===== src/rtl/smad_pkg.sv =====
// ----------------------------------------------------------------------------
// smad_pkg
// Shared constants and types for the smoothed servo angle block
// ----------------------------------------------------------------------------
package smad_pkg;

	localparam int SAMPLE_W         = 10;
	localparam int SAMPLES_PER_ITEM = 3;
	localparam int WINDOW_LEN       = 20;
	localparam int ANGLE_W          = 8;
	localparam int KEPT_W           = 2;

	localparam int ADC_MAX      = 1023;
	localparam int ANGLE_MAX    = 180;
	localparam int ANGLE_CENTER = 90;

	localparam int REJECT_RESET   = 5;
	localparam int DEADBAND_RESET = 5;

	localparam int ACC_W  = $clog2(SAMPLES_PER_ITEM * ADC_MAX + 1);
	localparam int SUM_W  = $clog2(WINDOW_LEN * ADC_MAX + 1);
	localparam int SLOT_W = $clog2(WINDOW_LEN);
	localparam int DIV_W  = $clog2(ADC_MAX * ANGLE_MAX + 1);
	localparam int CNT_W  = $clog2(DIV_W + 1);

	localparam int IN_BITS  = SAMPLES_PER_ITEM * SAMPLE_W;
	localparam int IN_W     = ((IN_BITS + 7) / 8) * 8;
	localparam int OUT_BITS = ANGLE_W + 2 + SAMPLE_W + KEPT_W;
	localparam int OUT_W    = ((OUT_BITS + 7) / 8) * 8;

	localparam int CFG_IDX_W  = 1;
	localparam int CFG_DATA_W = SAMPLE_W;

	localparam logic [CFG_IDX_W-1:0] CFG_REJECT_LEVEL = CFG_IDX_W'(0);
	localparam logic [CFG_IDX_W-1:0] CFG_DEADBAND     = CFG_IDX_W'(1);

	typedef enum logic [2:0] {
		S_IDLE,
		S_MEAN,
		S_AVG,
		S_ANGLE,
		S_DONE
	} state_t;

endpackage


===== src/rtl/smoothed_servo_angle_deadband_top.sv =====
// ----------------------------------------------------------------------------
// smoothed_servo_angle_deadband_top
// Sample rejection, 20-entry moving average and deadband angle hold
// ----------------------------------------------------------------------------
// Input stream (s_axis_*): one transaction carries three 10-bit ADC samples.
// Output stream (m_axis_*): one transaction per input transaction with the
// held angle, moved and no_valid flags, window average and kept count.
// Configuration: cfg_we writes reject_level (index 0) or deadband (index 1)
// from cfg_wdata; the user writes only while the block is idle (not enforced).
// All arithmetic runs through one shared restoring divider that takes one
// quotient bit per cycle: mean (12 bits), window average (15 bits) and
// angle (18 bits). An item with kept samples runs the mean, average and
// angle divisions in turn; an item with all samples rejected skips them.
// A new item is taken only once the last result is in the output register.
// The result sits in an output register; while the receiver stalls the
// block still works on the following item and then waits with it.
// Reset: window empty and unprimed, held angle 90, registers at 5 and 5.
// ----------------------------------------------------------------------------
module smoothed_servo_angle_deadband_top
	import smad_pkg::*;
(
	input  logic                  clk,
	input  logic                  arst_n,
	input  logic                  s_axis_tvalid,
	output logic                  s_axis_tready,
	input  logic [IN_W-1:0]       s_axis_tdata,  // sample_a, sample_b, sample_c
	output logic                  m_axis_tvalid,
	input  logic                  m_axis_tready,
	output logic [OUT_W-1:0]      m_axis_tdata,  // servo_angle, moved, no_valid,
	                                             // window_average, kept_count
	input  logic                  cfg_we,
	input  logic [CFG_IDX_W-1:0]  cfg_index,
	input  logic [CFG_DATA_W-1:0] cfg_wdata
);

	state_t state_q, state_d;

	logic [SAMPLE_W-1:0] reject_q;
	logic [ANGLE_W-1:0]  deadband_q;

	logic [SAMPLE_W-1:0] window_q [WINDOW_LEN];
	logic [SUM_W-1:0]    window_sum_q;
	logic [SLOT_W-1:0]   write_slot_q;
	logic                primed_q;
	logic [ANGLE_W-1:0]  held_angle_q;
	logic [SAMPLE_W-1:0] avg_q;
	logic                moved_q;
	logic                no_valid_q;
	logic [KEPT_W-1:0]   kept_q;

	logic [SAMPLE_W-1:0] div_rem_q;
	logic [DIV_W-1:0]    div_quo_q;
	logic [SAMPLE_W-1:0] div_den_q;
	logic [CNT_W-1:0]    div_cnt_q;

	logic [ACC_W-1:0]    acc;
	logic [KEPT_W-1:0]   kept;
	logic                accept;
	logic                take_mean;
	logic                take_avg;
	logic                take_angle;
	logic                out_load;
	logic                div_load;
	logic [DIV_W-1:0]    div_dividend;
	logic [SAMPLE_W-1:0] div_den;
	logic [CNT_W-1:0]    div_bits;

	logic [SAMPLE_W:0]   trial;
	logic                trial_ge;
	logic [SAMPLE_W:0]   trial_diff;

	logic [SAMPLE_W-1:0] mean;
	logic [SAMPLE_W-1:0] old_entry;
	logic [SUM_W-1:0]    sum_base;
	logic [SUM_W-1:0]    new_sum;
	logic [SAMPLE_W-1:0] avg;
	logic [ANGLE_W-1:0]  angle;
	logic [ANGLE_W-1:0]  angle_diff;

	assign accept        = s_axis_tvalid && s_axis_tready;
	assign s_axis_tready = (state_q == S_IDLE);

	// kept samples and their sum
	always_comb begin
		logic [SAMPLE_W-1:0] s;
		acc  = '0;
		kept = '0;
		for (int i = 0; i < SAMPLES_PER_ITEM; i++) begin
			s = s_axis_tdata[i*SAMPLE_W +: SAMPLE_W];
			if (s > reject_q) begin
				acc  = acc + ACC_W'(s);
				kept = kept + KEPT_W'(1);
			end
		end
	end

	// window update from the mean
	assign mean       = div_quo_q[SAMPLE_W-1:0];
	assign old_entry  = primed_q ? window_q[write_slot_q] : mean;
	assign sum_base   = primed_q ? window_sum_q : SUM_W'(mean) * SUM_W'(WINDOW_LEN);
	assign new_sum    = sum_base - SUM_W'(old_entry) + SUM_W'(mean);
	assign avg        = div_quo_q[SAMPLE_W-1:0];
	assign angle      = div_quo_q[ANGLE_W-1:0];
	assign angle_diff = (angle > held_angle_q) ? angle - held_angle_q : held_angle_q - angle;

	// divider step: one quotient bit per cycle
	assign trial      = {div_rem_q, div_quo_q[DIV_W-1]};
	assign trial_ge   = trial >= {1'b0, div_den_q};
	assign trial_diff = trial - {1'b0, div_den_q};

	always_comb begin
		state_d      = state_q;
		take_mean    = 1'b0;
		take_avg     = 1'b0;
		take_angle   = 1'b0;
		out_load     = 1'b0;
		div_load     = 1'b0;
		div_dividend = DIV_W'(acc) << (DIV_W - ACC_W);
		div_den      = SAMPLE_W'(kept);
		div_bits     = CNT_W'(ACC_W);
		case (state_q)
			S_IDLE: begin
				if (accept) begin
					if (kept == '0) begin
						state_d = S_DONE;
					end else begin
						div_load = 1'b1;
						state_d  = S_MEAN;
					end
				end
			end
			S_MEAN: begin
				if (div_cnt_q == '0) begin
					take_mean    = 1'b1;
					div_load     = 1'b1;
					div_dividend = DIV_W'(new_sum) << (DIV_W - SUM_W);
					div_den      = SAMPLE_W'(WINDOW_LEN);
					div_bits     = CNT_W'(SUM_W);
					state_d      = S_AVG;
				end
			end
			S_AVG: begin
				if (div_cnt_q == '0) begin
					take_avg     = 1'b1;
					div_load     = 1'b1;
					div_dividend = DIV_W'(avg) * DIV_W'(ANGLE_MAX);
					div_den      = SAMPLE_W'(ADC_MAX);
					div_bits     = CNT_W'(DIV_W);
					state_d      = S_ANGLE;
				end
			end
			S_ANGLE: begin
				if (div_cnt_q == '0) begin
					take_angle = 1'b1;
					state_d    = S_DONE;
				end
			end
			S_DONE: begin
				if (!m_axis_tvalid || m_axis_tready) begin
					out_load = 1'b1;
					state_d  = S_IDLE;
				end
			end
			default: begin
				state_d = S_IDLE;
			end
		endcase
	end

	always_ff @(posedge clk or negedge arst_n) begin
		if (!arst_n) begin
			state_q <= S_IDLE;
		end else begin
			state_q <= state_d;
		end
	end

	// control and held state
	always_ff @(posedge clk or negedge arst_n) begin
		if (!arst_n) begin
			reject_q      <= SAMPLE_W'(REJECT_RESET);
			deadband_q    <= ANGLE_W'(DEADBAND_RESET);
			window_sum_q  <= '0;
			write_slot_q  <= '0;
			primed_q      <= 1'b0;
			held_angle_q  <= ANGLE_W'(ANGLE_CENTER);
			avg_q         <= '0;
			div_cnt_q     <= '0;
			m_axis_tvalid <= 1'b0;
		end else begin
			if (cfg_we) begin
				case (cfg_index)
					CFG_REJECT_LEVEL: reject_q   <= cfg_wdata;
					CFG_DEADBAND:     deadband_q <= cfg_wdata[ANGLE_W-1:0];
					default: ;
				endcase
			end
			if (take_mean) begin
				window_sum_q <= new_sum;
				primed_q     <= 1'b1;
				write_slot_q <= (write_slot_q == SLOT_W'(WINDOW_LEN - 1)) ?
				                '0 : write_slot_q + SLOT_W'(1);
			end
			if (take_avg) begin
				avg_q <= avg;
			end
			if (take_angle && (angle_diff >= deadband_q)) begin
				held_angle_q <= angle;
			end
			if (div_load) begin
				div_cnt_q <= div_bits;
			end else if (div_cnt_q != '0) begin
				div_cnt_q <= div_cnt_q - CNT_W'(1);
			end
			if (out_load) begin
				m_axis_tvalid <= 1'b1;
			end else if (m_axis_tready) begin
				m_axis_tvalid <= 1'b0;
			end
		end
	end

	// payload: window entries, divider shift registers, result fields
	always_ff @(posedge clk) begin
		if (take_mean) begin
			if (!primed_q) begin
				for (int i = 0; i < WINDOW_LEN; i++) begin
					window_q[i] <= mean;
				end
			end else begin
				window_q[write_slot_q] <= mean;
			end
		end
		if (div_load) begin
			div_rem_q <= '0;
			div_quo_q <= div_dividend;
			div_den_q <= div_den;
		end else if (div_cnt_q != '0) begin
			div_rem_q <= trial_ge ? trial_diff[SAMPLE_W-1:0] : trial[SAMPLE_W-1:0];
			div_quo_q <= {div_quo_q[DIV_W-2:0], trial_ge};
		end
		if (accept) begin
			kept_q     <= kept;
			no_valid_q <= (kept == '0);
			moved_q    <= 1'b0;
		end
		if (take_angle) begin
			moved_q <= (angle_diff >= deadband_q) && (angle != held_angle_q);
		end
		if (out_load) begin
			m_axis_tdata <= OUT_W'({kept_q, avg_q, no_valid_q, moved_q, held_angle_q});
		end
	end

	a_div_in_divide_states: assert property (@(posedge clk) disable iff (!arst_n)
		(div_cnt_q != '0) |-> (state_q == S_MEAN || state_q == S_AVG || state_q == S_ANGLE))
		else $error("divider busy outside a divide state");

	a_held_angle_range: assert property (@(posedge clk) disable iff (!arst_n)
		held_angle_q <= ANGLE_W'(ANGLE_MAX))
		else $error("held angle out of range");

	a_slot_range: assert property (@(posedge clk) disable iff (!arst_n)
		write_slot_q <= SLOT_W'(WINDOW_LEN - 1))
		else $error("write slot out of range");

	a_sum_range: assert property (@(posedge clk) disable iff (!arst_n)
		window_sum_q <= SUM_W'(WINDOW_LEN * ADC_MAX))
		else $error("window sum out of range");

	a_accept_next: assert property (@(posedge clk) disable iff (!arst_n)
		accept |=> (state_q == S_MEAN || state_q == S_DONE))
		else $error("accepted transaction not taken up");

endmodule


===== config.mk =====
export PLATFORM = sky130hd
export DESIGN_NAME = smoothed_servo_angle_deadband_top
export DESIGN_NICKNAME = d
export VERILOG_FILES = /design/src/rtl/smad_pkg.sv /design/src/rtl/smoothed_servo_angle_deadband_top.sv
export SDC_FILE = /design/constraint.sdc
export NUM_CORES = 1
export LEC_CHECK = 0
export ABC_CLOCK_PERIOD_IN_PS = 14500
export BUFFER_PORTS_ARGS = -buffer_cell sky130_fd_sc_hd__buf_2
export CORE_AREA = 2 2 188 282
export CTS_CLUSTER_DIAMETER = 80
export DETAILED_ROUTE_END_ITERATION = 8
export DIE_AREA = 0 0 190 284
export PLACE_DENSITY_LB_ADDON = 0.05
export REMOVE_ABC_BUFFERS = 1
export SYNTH_ARGS = -nofsm -noshare
export SYNTH_HDL_FRONTEND = slang
export SYNTH_SLANG_ARGS = --single-unit

===== constraint.sdc =====
create_clock -name clk -period 14.5 [get_ports clk]
set_input_delay 2.175 -clock clk [delete_from_list [all_inputs] [get_ports clk]]
set_output_delay 2.175 -clock clk [all_outputs]
set_load 0.1 [all_outputs]

Word level (Yosys, flattened, before mapping)

Memories as Yosys holds them, arrays and structs flattened.
Index checks and enable logic that the tools add are counted.

Register bits after elaboration: 130
Bits in writable memories: 200
Output and inout bits: 26
Memories kept: 1

Add/sub/neg operators: 11
Multipliers: 2
$lt $le $gt $ge: 6
Equality and inequality tests: 11
Mux-type cells: 53
Bitwise logic cells: 1
Reduce and logical (&&, ||, !) cells: 17

Memories:

| memory   | depth | bits a word | read ports | clocked after memory_dff | write ports | line                                    | source |
|---|---|---|---|---|---|---|---|
| window_q | 20    | 10          | 1          | 0                        | 20          | smoothed_servo_angle_deadband_top.sv:41 | `logic [SAMPLE_W-1:0] window_q [WINDOW_LEN];` |

Operators with widths:

| kind                                                                  | count |
|---|---|
| 18-bit 2-to-1 mux                                                     | 4 |
| 10-bit 2-to-1 mux                                                     | 5 |
| 18-bit case mux with 2 select lines                                   | 1 |
| 10-bit > comparator                                                   | 3 |
| 5-bit 2-to-1 mux                                                      | 6 |
| 12-bit by 10-bit adder with 12-bit output                             | 2 |
| 12-bit 2-to-1 mux                                                     | 2 |
| 1-bit 2-to-1 mux                                                      | 20 |
| 10-bit case mux with 2 select lines                                   | 1 |
| 3-bit 2-to-1 mux                                                      | 6 |
| 10-bit by 6-bit multiplier with 16-bit output (second input constant) | 1 |
| 8-bit subtractor                                                      | 2 |
| 15-bit by 10-bit adder with 15-bit output                             | 1 |
| 15-bit 2-to-1 mux                                                     | 1 |
| 3-bit case mux with 5 select lines                                    | 1 |
| 15-bit by 10-bit subtractor with 15-bit output                        | 1 |
| 10-bit by 3-bit multiplier with 13-bit output (second input constant) | 1 |
| 11-bit by 10-bit greater-or-equal comparator with 1-bit output        | 1 |
| 5-bit case mux with 2 select lines                                    | 1 |
| 10-bit OR reduction                                                   | 1 |
| 10-bit subtractor                                                     | 1 |
| 8-bit greater-or-equal comparator                                     | 1 |
| 8-bit > comparator                                                    | 1 |
| 8-bit 2-to-1 mux                                                      | 1 |
| 24 further kinds                                                      | 36 |

Logic depth before layout (Yosys ltp)

Gate-level depths: netlist (run 1).

Depth after elaboration: 11
Gate-level depth with buffers: 26
Depth with buffers taken out: 25

Worst setup path before layout (run 1)

Ideal clock, no wire load.

Kind: input port to flip-flop
Start: input s_axis_tdata[1]
End: register div_quo_q[15], data pin
Arrival: 6.580 ns
Data required time: 14.241 ns
Path slack: 7.661 ns
Cell stages on the path: 24
Path buffers: 1
Path through: ha_1 -> nor2b_4 -> o21ai_2 -> a21oi_1 -> a2111oi_4 -> nor2_2 -> buf_6 -> and2_1 -> ha_1 -> a21oi_1 -> inv_1 -> a21oi_1 -> xnor2_1 -> nor2_1 -> a31o_1 -> ha_1 -> a21oi_1 -> nor2b_1 -> a311oi_1 -> o2bb2ai_1 -> o21ai_0 -> xor2_1 -> a32o_1 -> a211o_1

Cells in the longest elaborated chain, start to end: 11
Elaborated cells on any way between the ends: 19
Those cells by class: add/sub (4); order compare (1); mux (13); reduce/logical (1)

Ends and longest elaborated chain:

| element                                                                                            | line                                     | source |
|---|---|---|
| start, declared                                                                                    | smoothed_servo_angle_deadband_top.sv:26  | `input logic [IN_W-1:0] s_axis_tdata,` |
| parallel branches: the longest is 10 deep, another holds 12-bit by 10-bit adder with 12-bit output | n/a                                      |  |
| 18-bit 2-to-1 mux *                                                                                | smoothed_servo_angle_deadband_top.sv:234 | `if (div_load) begin` |
| end signal, assigned                                                                               | smoothed_servo_angle_deadband_top.sv:236 | `div_quo_q <= div_dividend;` |
| end signal, assigned                                                                               | smoothed_servo_angle_deadband_top.sv:240 | `div_quo_q <= {div_quo_q[DIV_W-2:0], trial_ge};` |
| end, declared                                                                                      | smoothed_servo_angle_deadband_top.sv:52  | `logic [DIV_W-1:0] div_quo_q;` |

Mark *: on every way between the ends.
A chain may end at the register's enable or synchronous reset.

Final worst setup path (run 1)

Same ends and word-level chain as after synthesis.

==> results of run 1 <==
final timing paths:
kind                               endpoint  depth (start not counted)       startpoint
setup / recovery              div_quo_q[15]                         24  s_axis_tdata[1]
hold / removal             m_axis_tdata[20]                          0        kept_q[0]
setup reg to reg              div_quo_q[17]                         18  write_slot_q[0]
hold reg to reg            m_axis_tdata[20]                          0        kept_q[0]
max in group asynchronous   write_slot_q[0]                          2           arst_n
min in group asynchronous          avg_q[0]                          1           arst_n
cell type report:
cell class,instances,area share
clock buffers,56,0.0463
clock inverters,21,0.0111
repair buffers,111,0.0259
multi-input cells,1055,0.362
well taps,676,0.0330
inverters,119,0.0175
flip-flops and latches,444,0.504
worst max-delay path: cells and delay by family:
kind	cells	cell delay [ns]
AOI/OAI and AO/OA	10	2.76
adders and majority gates	4	1.26
xor gates and xnor gates	2	0.29
buffers and inverters	3	0.45
and+or+nand+nor	5	0.58
registers in the layout (all words and copies together) (netlist names):
signal	flops
reject_q	10
m_axis_tdata	22
held_angle_q	8
div_quo_q	18
deadband_q	8
state_q	3
write_slot_q	5
kept_q	2
div_rem_q	10
div_cnt_q	5
m_axis_tvalid	1
moved_q	1
no_valid_q	1
div_den_q	4
primed_q	1
avg_q	10
window_sum_q	15
window_q	320
logic make-up (layout without fill, tap and decap cells):
family                   Yosys count  after routing  synth area share
AND/OR/NAND/NOR                  356            356            0.0742
XOR/XNOR                          56             56            0.0220
AO/OA/AOI/OAI                    332            332            0.0971
multiplexers                     138            138             0.107
flip-flops                       444            444             0.562
adder cells (fa/ha/maj)          171            171             0.103
other                              1              2          0.000163
buffers and inverters            190            307            0.0343
cell usage after synthesis (6+ instances only):
library cell | n | area share
sky130_fd_sc_hd__a211oi_1 | 14 | 0.0046
sky130_fd_sc_hd__a21o_1 | 26 | 0.0085
sky130_fd_sc_hd__a21oi_1 | 88 | 0.019
sky130_fd_sc_hd__a22oi_1 | 9 | 0.0029
sky130_fd_sc_hd__a31oi_1 | 9 | 0.0025
sky130_fd_sc_hd__and2_1 | 24 | 0.0065
sky130_fd_sc_hd__and3_1 | 9 | 0.0025
sky130_fd_sc_hd__buf_1 | 11 | 0.0018
sky130_fd_sc_hd__buf_2 | 16 | 0.0035
sky130_fd_sc_hd__buf_4 | 6 | 0.0020
sky130_fd_sc_hd__clkbuf_1 | 34 | 0.0056
sky130_fd_sc_hd__dfrtp_1 | 58 | 0.063
sky130_fd_sc_hd__dfstp_2 | 8 | 0.0091
sky130_fd_sc_hd__dfxtp_1 | 10 | 0.0087
sky130_fd_sc_hd__edfxtp_1 | 368 | 0.48
sky130_fd_sc_hd__fa_1 | 31 | 0.027
sky130_fd_sc_hd__ha_1 | 140 | 0.076
sky130_fd_sc_hd__inv_1 | 113 | 0.018
sky130_fd_sc_hd__mux2_2 | 16 | 0.0078
sky130_fd_sc_hd__mux2i_1 | 35 | 0.015
sky130_fd_sc_hd__mux4_2 | 84 | 0.082
sky130_fd_sc_hd__nand2_1 | 120 | 0.020
sky130_fd_sc_hd__nand2b_1 | 11 | 0.0030
sky130_fd_sc_hd__nand3_1 | 23 | 0.0050
sky130_fd_sc_hd__nand4_1 | 13 | 0.0035
sky130_fd_sc_hd__nor2_1 | 87 | 0.014
sky130_fd_sc_hd__nor2b_1 | 14 | 0.0038
sky130_fd_sc_hd__nor3_1 | 25 | 0.0054
sky130_fd_sc_hd__o211ai_1 | 11 | 0.0036
sky130_fd_sc_hd__o21a_1 | 7 | 0.0023
sky130_fd_sc_hd__o21ai_0 | 72 | 0.016
sky130_fd_sc_hd__o21ai_1 | 15 | 0.0033
sky130_fd_sc_hd__or3_1 | 9 | 0.0025
sky130_fd_sc_hd__xnor2_1 | 30 | 0.011
sky130_fd_sc_hd__xor2_1 | 25 | 0.0095
stage by stage:
| stage | setup WS, ns | hold WS (ns) |
|---|---|---|
| 2_1_floorplan | 6.98 | 0.400 |
| 3_3_place_gp | 6.72 | 0.406 |
| 3_5_place_dp | 6.72 | 0.417 |
| 4_1_cts | 7.28 | 0.425 |
| 5_1_grt | 6.81 | 0.429 |
| 6_report | 7.27 | 0.422 |
per-layer routing:
| layer | share of wire | wire (µm) | track usage | vias up |
|---|---|---|---|---|
| met1 | 0.38 | 21900 | 0.245 | 7048 |
| li1 | - | - | - | 6538 |
| met3 | 0.027 | 1540 | 0.0229 | 90 |
| met5 | 0 | 0 | 0 | - |
| met2 | 0.56 | 32400 | 0.426 | 227 |
| met4 | 0.037 | 2140 | 0.0779 | 0 |
==> flow_metrics.py, run 1 <==
metrics = {
    "logic_synthesis": {
        "yosys_warnings": 0,
        "synth_flop_cell": "sky130_fd_sc_hd__edfxtp_1",
        "mappedNetlistArea_um2": 23000,
        "async_reset_ff_frac": 0.149,
        "post_synth_num_cell_types": 92,
        "ys_ff_latch": 444,
        "syn_area_per_cell_um2": 13.6,
        "synth-edff-count": 368,
        "syn_inst": 1688,
        "synth_sequential_area_ratio": 0.562,
    },
    "drt": {
        "num_vias": 13903,
        "wire_per_inst_um": 23.3,
        "drcViolationCount": 0,
        "detail-route-antenna-nets": 0,
        "wirelength_um": 58000,
        "drt_iter0_markers": 775,
        "detailedRoute.firstPassIterationCount": 5,
        "avgViaCountPerCell": 5.60,
    },
    "global_route": {
        "grt-ovfl-total": 0,
        "grtUsageTotal": 0.220,
        "first_global_vias": 15004,
        "grt_start_max_net_pins": 68,
        "grt_first_pass_wirelength_um": 89300,
        "antenna_found_initial": 0,
    },
    "clock_network": {
        "clock-root-buffer": "sky130_fd_sc_hd__clkbuf_16",
        "cts.reportedPaths.clkPinSlew_ns": 0.06,
        "tritoncts_num_sinks": 444,
        "cts.hold.buffers_added": 0,
        "clkLatencyLatePin_ns": 0.57,
        "cts_tree": "done",
        "post_cts.resized_instances": 0,
        "numCtsBuffers": 44,
        "h_tree_levels": 2,
        "post-cts-setup-buffers": 0,
        "clk_path_buf_depth": 3,
    },
    "floorplanning": {
        "io_pins": 74,
        "placeableCoreArea_um2": 51400,
        "total_die_area_um2": 54000,
        "fp.dieH_um": 284,
        "die_w_um": 190,
        "effective_utilization_at_floorplan": 0.447,
        "fp_rows": 102,
    },
    "placement": {
        "placed_cells": 2405,
        "port-buffer-count": 69,
        "standard_cell_area_after_detailed_placement_um2": 24200,
        "place_hpwl_um": 40800,
        "gp_congestion": 0.834,
    },
    "setup_path": {
        "cells_along_the_critical_path": "buf_2 > ha_1 > nor2b_4 > o21ai_2 > a21oi_1 > a2111oi_4 > nor2_2 > inv_1 > nor2_1 > ha_1 > fa_1 > a21oi_1 > o211ai_1 > o41ai_1 > xor2_1 > nor2_1 > a31oi_1 > inv_1 > ha_1 > nand2_1 > o21ai_0 > xor2_1 > a32o_1 > a211o_1",
        "worst_setup_path_start_kind": "input port",
        "crit_required_ns": 14.80,
        "crit_path_frequent_cell": "sky130_fd_sc_hd__ha_1",
        "timing.critical_path.arrival_ns": 7.53,
        "critical_path.slowest_cell": "sky130_fd_sc_hd__a2111oi_4",
        "worstSetupEndpointType": "flop",
        "max_stage_delay_ns": 0.61,
        "worstSetupPathType": "input port to flop",
        "setup.reg_to_reg.worst_slack_ns": 7.60,
        "maximum_fanout_along_the_worst_path": 13,
    },
    "layout": {
        "most-common-layout-cells": "sky130_fd_sc_hd__edfxtp_1, sky130_fd_sc_hd__ha_1, sky130_fd_sc_hd__nand2_1, sky130_fd_sc_hd__inv_1",
        "area_growth_pct": 11.6,
        "multi_input_comb_area_um2": 9290,
        "filler_cell_count": 4534,
        "final_cells": 2482,
        "register_area_um2": 12900,
        "drive_gt1_frac": 0.181,
        "stdcell_area_um2": 25600,
        "utilization": 0.498,
        "final_net_count": 1994,
        "most_common_cell_after_layout_fill_and_taps_aside": "sky130_fd_sc_hd__edfxtp_1",
        "antenna_cells_inserted": 0,
    },
    "timing": {
        "clock-skew-final_ns": 0.0242,
        "rsz0062_at_grt": "false",
        "setup_viol_count_final": 0,
        "highest_clock_rate_ghz": 0.138,
        "hold_viol": 0,
        "tightestPinTransition_ns": 1.12,
        "timing.setup.tns_ns": 0,
        "max_slew_violation_count": 0,
        "slew_headroom": 0.252,
        "period_needed_ns": 7.23,
        "timing.final.crit_share": 0.499,
    },
    "run": {
        "max_cap_violations": 0,
    },
    "run_status": {
        "status": "completed",
    },
    "hold_path": {
        "holdCritPathClass": "flop to flop",
    },
}
Power of run 1 is not shown: default switching activity piles up to over one toggle a cycle in this logic, so the estimate is an artifact.
==> run 2, diff against run 1 <==
Settings changed: ABC_AREA set to 1, ABC_CLOCK_PERIOD_IN_PS 14500 to 6800, CORE_AREA 2 2 188 282 to 2 2 191 287, DIE_AREA 0 0 190 284 to 0 0 193 289.
Clock period 14.5 ns to 6.8 ns, I/O delays scaled along.
==> flow_metrics.py, run 2 <==
metrics = {
    "global_route": {
        "grt-ovfl-total": 0,
        "grtUsageTotal": 0.248,
        "grt_first_pass_wirelength_um": 104000,
        "first_global_vias": 18035,
        "grt_start_max_net_pins": 164,
        "antenna_found_initial": 1,
    },
    "setup_path": {
        "worstSetupPathType": "flop to flop",
        "timing.critical_path.arrival_ns": 5.57,
        "worst_r2r_path_depth": 24,
        "worst_setup_path_start_kind": "flop",
        "worstSetupEndpointType": "flop",
        "maximum_fanout_along_the_worst_path": 47,
        "crit_required_ns": 7.12,
    },
    "logic_synthesis": {
        "synth_largest_type_area_fraction": 0.464,
        "syn_area_per_cell_um2": 9.66,
        "synth-edff-count": 368,
        "ys_ff_latch": 444,
        "post_synth_num_cell_types": 51,
        "synth_flop_cell": "sky130_fd_sc_hd__edfxtp_1",
        "yosysMostFrequentCell": "sky130_fd_sc_hd__nand2_1",
        "syn_inst": 2468,
        "synth_sequential_area_ratio": 0.542,
        "async_reset_ff_frac": 0.149,
        "yosys_warnings": 0,
        "mappedNetlistArea_um2": 23800,
        "cells_taking_the_most_area_after_synthesis": "sky130_fd_sc_hd__edfxtp_1, sky130_fd_sc_hd__ha_1, sky130_fd_sc_hd__nand2_1",
        "synth_top_cell_by_area": "sky130_fd_sc_hd__edfxtp_1",
        "synth.top_cells.by_count": "sky130_fd_sc_hd__nand2_1, sky130_fd_sc_hd__edfxtp_1, sky130_fd_sc_hd__nor2_1",
    },
    "floorplanning": {
        "fp.dieH_um": 289,
        "io_pins": 74,
        "fp_rows": 104,
        "total_die_area_um2": 55800,
        "placeableCoreArea_um2": 53400,
        "die_w_um": 193,
        "effective_utilization_at_floorplan": 0.447,
    },
    "clock_network": {
        "clock-root-buffer": "sky130_fd_sc_hd__clkbuf_16",
        "h_tree_levels": 2,
        "tritoncts_num_sinks": 444,
        "cts_tree": "done",
        "cts.hold.buffers_added": 0,
        "clk_path_buf_depth": 3,
        "numCtsBuffers": 44,
        "post-cts-setup-buffers": 0,
        "cts.reportedPaths.clkPinSlew_ns": 0.06,
        "post_cts.resized_instances": 0,
        "clkLatencyLatePin_ns": 0.56,
    },
    "layout": {
        "largest_register_ff_count": 320,
        "antenna_cells_inserted": 0,
        "registers_with_the_highest_flip_flop_counts": "window_q (320), m_axis_tdata (22), div_quo_q (18)",
        "most_common_cell_after_layout_fill_and_taps_aside": "sky130_fd_sc_hd__nand2_1",
        "drive_gt1_frac": 0.0890,
        "most-common-layout-cells": "sky130_fd_sc_hd__nand2_1, sky130_fd_sc_hd__edfxtp_1, sky130_fd_sc_hd__nor2_1, sky130_fd_sc_hd__o21ai_0, sky130_fd_sc_hd__inv_1",
        "regMostFlops": "window_q",
        "final_net_count": 2748,
        "area_growth_pct": 10.5,
    },
    "timing": {
        "period_needed_ns": 5.25,
        "clock-skew-final_ns": 0.0184,
        "highest_clock_rate_ghz": 0.190,
        "hold_viol": 0,
        "setup_viol_count_final": 0,
        "tightestPinTransition_ns": 1.13,
        "rsz0062_at_grt": "false",
        "timing.final.crit_share": 0.773,
        "max_slew_violation_count": 0,
        "slew_headroom": 0.246,
        "timing.setup.tns_ns": 0,
    },
    "pwr": {
        "p_per_area_nw_per_um2": 512,
        "design_power_total_mw": 13.5,
        "p_leak_nw": 11.1,
        "max-vdd-ir-drop_v": 0.000309,
    },
    "hold_path": {
        "holdCritPathClass": "input port to async pin",
    },
    "placement": {
        "port-buffer-count": 69,
        "place_hpwl_um": 47700,
        "gp_congestion": 0.874,
    },
    "drt": {
        "wire_per_inst_um": 20.9,
        "detail-route-antenna-nets": 0,
        "drt_iter0_markers": 1038,
        "detailedRoute.firstPassIterationCount": 8,
        "wirelength_um": 67800,
        "avgViaCountPerCell": 5.46,
        "drcViolationCount": 0,
        "num_vias": 17748,
    },
    "run_status": {
        "status": "completed",
    },
    "run": {
        "max_cap_violations": 0,
    },
}
==> run 2: cell types whose count changed after synthesis, moves of 84 or more <==
cell | previous run | this run
sky130_fd_sc_hd__nand2_1 | 120 | 441
sky130_fd_sc_hd__nor2_1 | 87 | 295
sky130_fd_sc_hd__o21ai_0 | 72 | 272
sky130_fd_sc_hd__inv_1 | 113 | 263
sky130_fd_sc_hd__nand3_1 | 23 | 110
sky130_fd_sc_hd__mux4_2 | 84 | 0
==> run 2: critical path, cell delays in order, from the launching register on <==
cell,delay [ns]
sky130_fd_sc_hd__dfrtp_2,0.37
sky130_fd_sc_hd__clkinv_2,0.48
sky130_fd_sc_hd__buf_12,0.42
sky130_fd_sc_hd__o21ai_0,0.11
sky130_fd_sc_hd__o22ai_1,0.11
sky130_fd_sc_hd__nand2_1,0.16
sky130_fd_sc_hd__nand4_1,0.22
sky130_fd_sc_hd__nor2_1,0.31
sky130_fd_sc_hd__a41oi_1,0.20
sky130_fd_sc_hd__ha_1,0.32
sky130_fd_sc_hd__inv_1,0.04
sky130_fd_sc_hd__ha_1,0.22
sky130_fd_sc_hd__fa_1,0.46
sky130_fd_sc_hd__nand2_1,0.10
sky130_fd_sc_hd__inv_1,0.05
sky130_fd_sc_hd__o21ai_0,0.15
sky130_fd_sc_hd__nand2_1,0.15
sky130_fd_sc_hd__nand2_1,0.09
sky130_fd_sc_hd__nand2_1,0.06
sky130_fd_sc_hd__o21ai_0,0.52
sky130_fd_sc_hd__nand2_1,0.14
sky130_fd_sc_hd__nor2_1,0.11
sky130_fd_sc_hd__nand3_1,0.07
sky130_fd_sc_hd__nand2_1,0.08
sky130_fd_sc_hd__inv_1,0.04
==> run 2: final cells by class <==
cell class                      instances  area [µm²]
Clock buffer                           56        1170
Clock inverter                         23         200
Fill cell                            5057       27000
Inverter                              273        1030
Multi-Input combinational cell       1661        9500
Sequential cell                       444       12900
Tap cell                              689         862
Timing Repair Buffer                  105         656
==> run 2: worst paths after layout <==
path / to / slack, ns / start
worst max-delay path: div_quo_q[11] / 1.55 / write_slot_q[1]
worst min-delay path: div_cnt_q[4] / 0.31 / arst_n
worst max register to register: div_quo_q[11] / 1.55 / write_slot_q[1]
worst min register to register: m_axis_tdata[8] / 0.43 / moved_q
max in group asynchronous: write_slot_q[0] / 5.38 / arst_n
min in group clk: m_axis_tdata[8] / 0.43 / moved_q
==> run 2: cells by family after synthesis <==
| family | after synthesis | synth area share |
|---|---|---|
| simple gates | 924 | 0.162 |
| compound gates | 538 | 0.126 |
| flops | 444 | 0.542 |
| buf+inv | 364 | 0.0604 |
| fa+ha+maj | 171 | 0.0995 |
| xor+xnor | 26 | 0.00955 |
| other cells | 1 | 0.000157 |
==> run 2: power by group <==
group	internal (mW)	switching [mW]	leakage (nW)	total, mW
clock	1.30	1.05	0.669	2.35
sequential	3.52	0.180	4.32	3.70
combinational	2.35	5.07	6.07	7.42
==> run 2: through the flow <==
step / std cells / hold slack, ns / area [µm²] / util / setup WS [ns]
CTS: 3251 / 0.296 / 26300 / 0.493 / 1.59
finish: 3251 / 0.311 / 26300 / 0.493 / 1.55
global placement: 3172 / 0.403 / 25000 / 0.468 / 1.50
detailed placement: 3172 / 0.411 / 25000 / 0.468 / 1.53
global route: 3251 / 0.313 / 26300 / 0.493 / 1.27
floorplan: 2378 / 0.400 / 23400 / - / -0.383
==> run 2: routing by layer <==
layer / share of wire / wire length [µm] / global-route usage
met2: 0.55 / 37200 / 0.482
met1: 0.38 / 25900 / 0.276
met5: 0 / 0 / 0
met3: 0.030 / 2010 / 0.0220
met4: 0.040 / 2730 / 0.0960
Note: power is estimated with default switching activity, not from simulation.
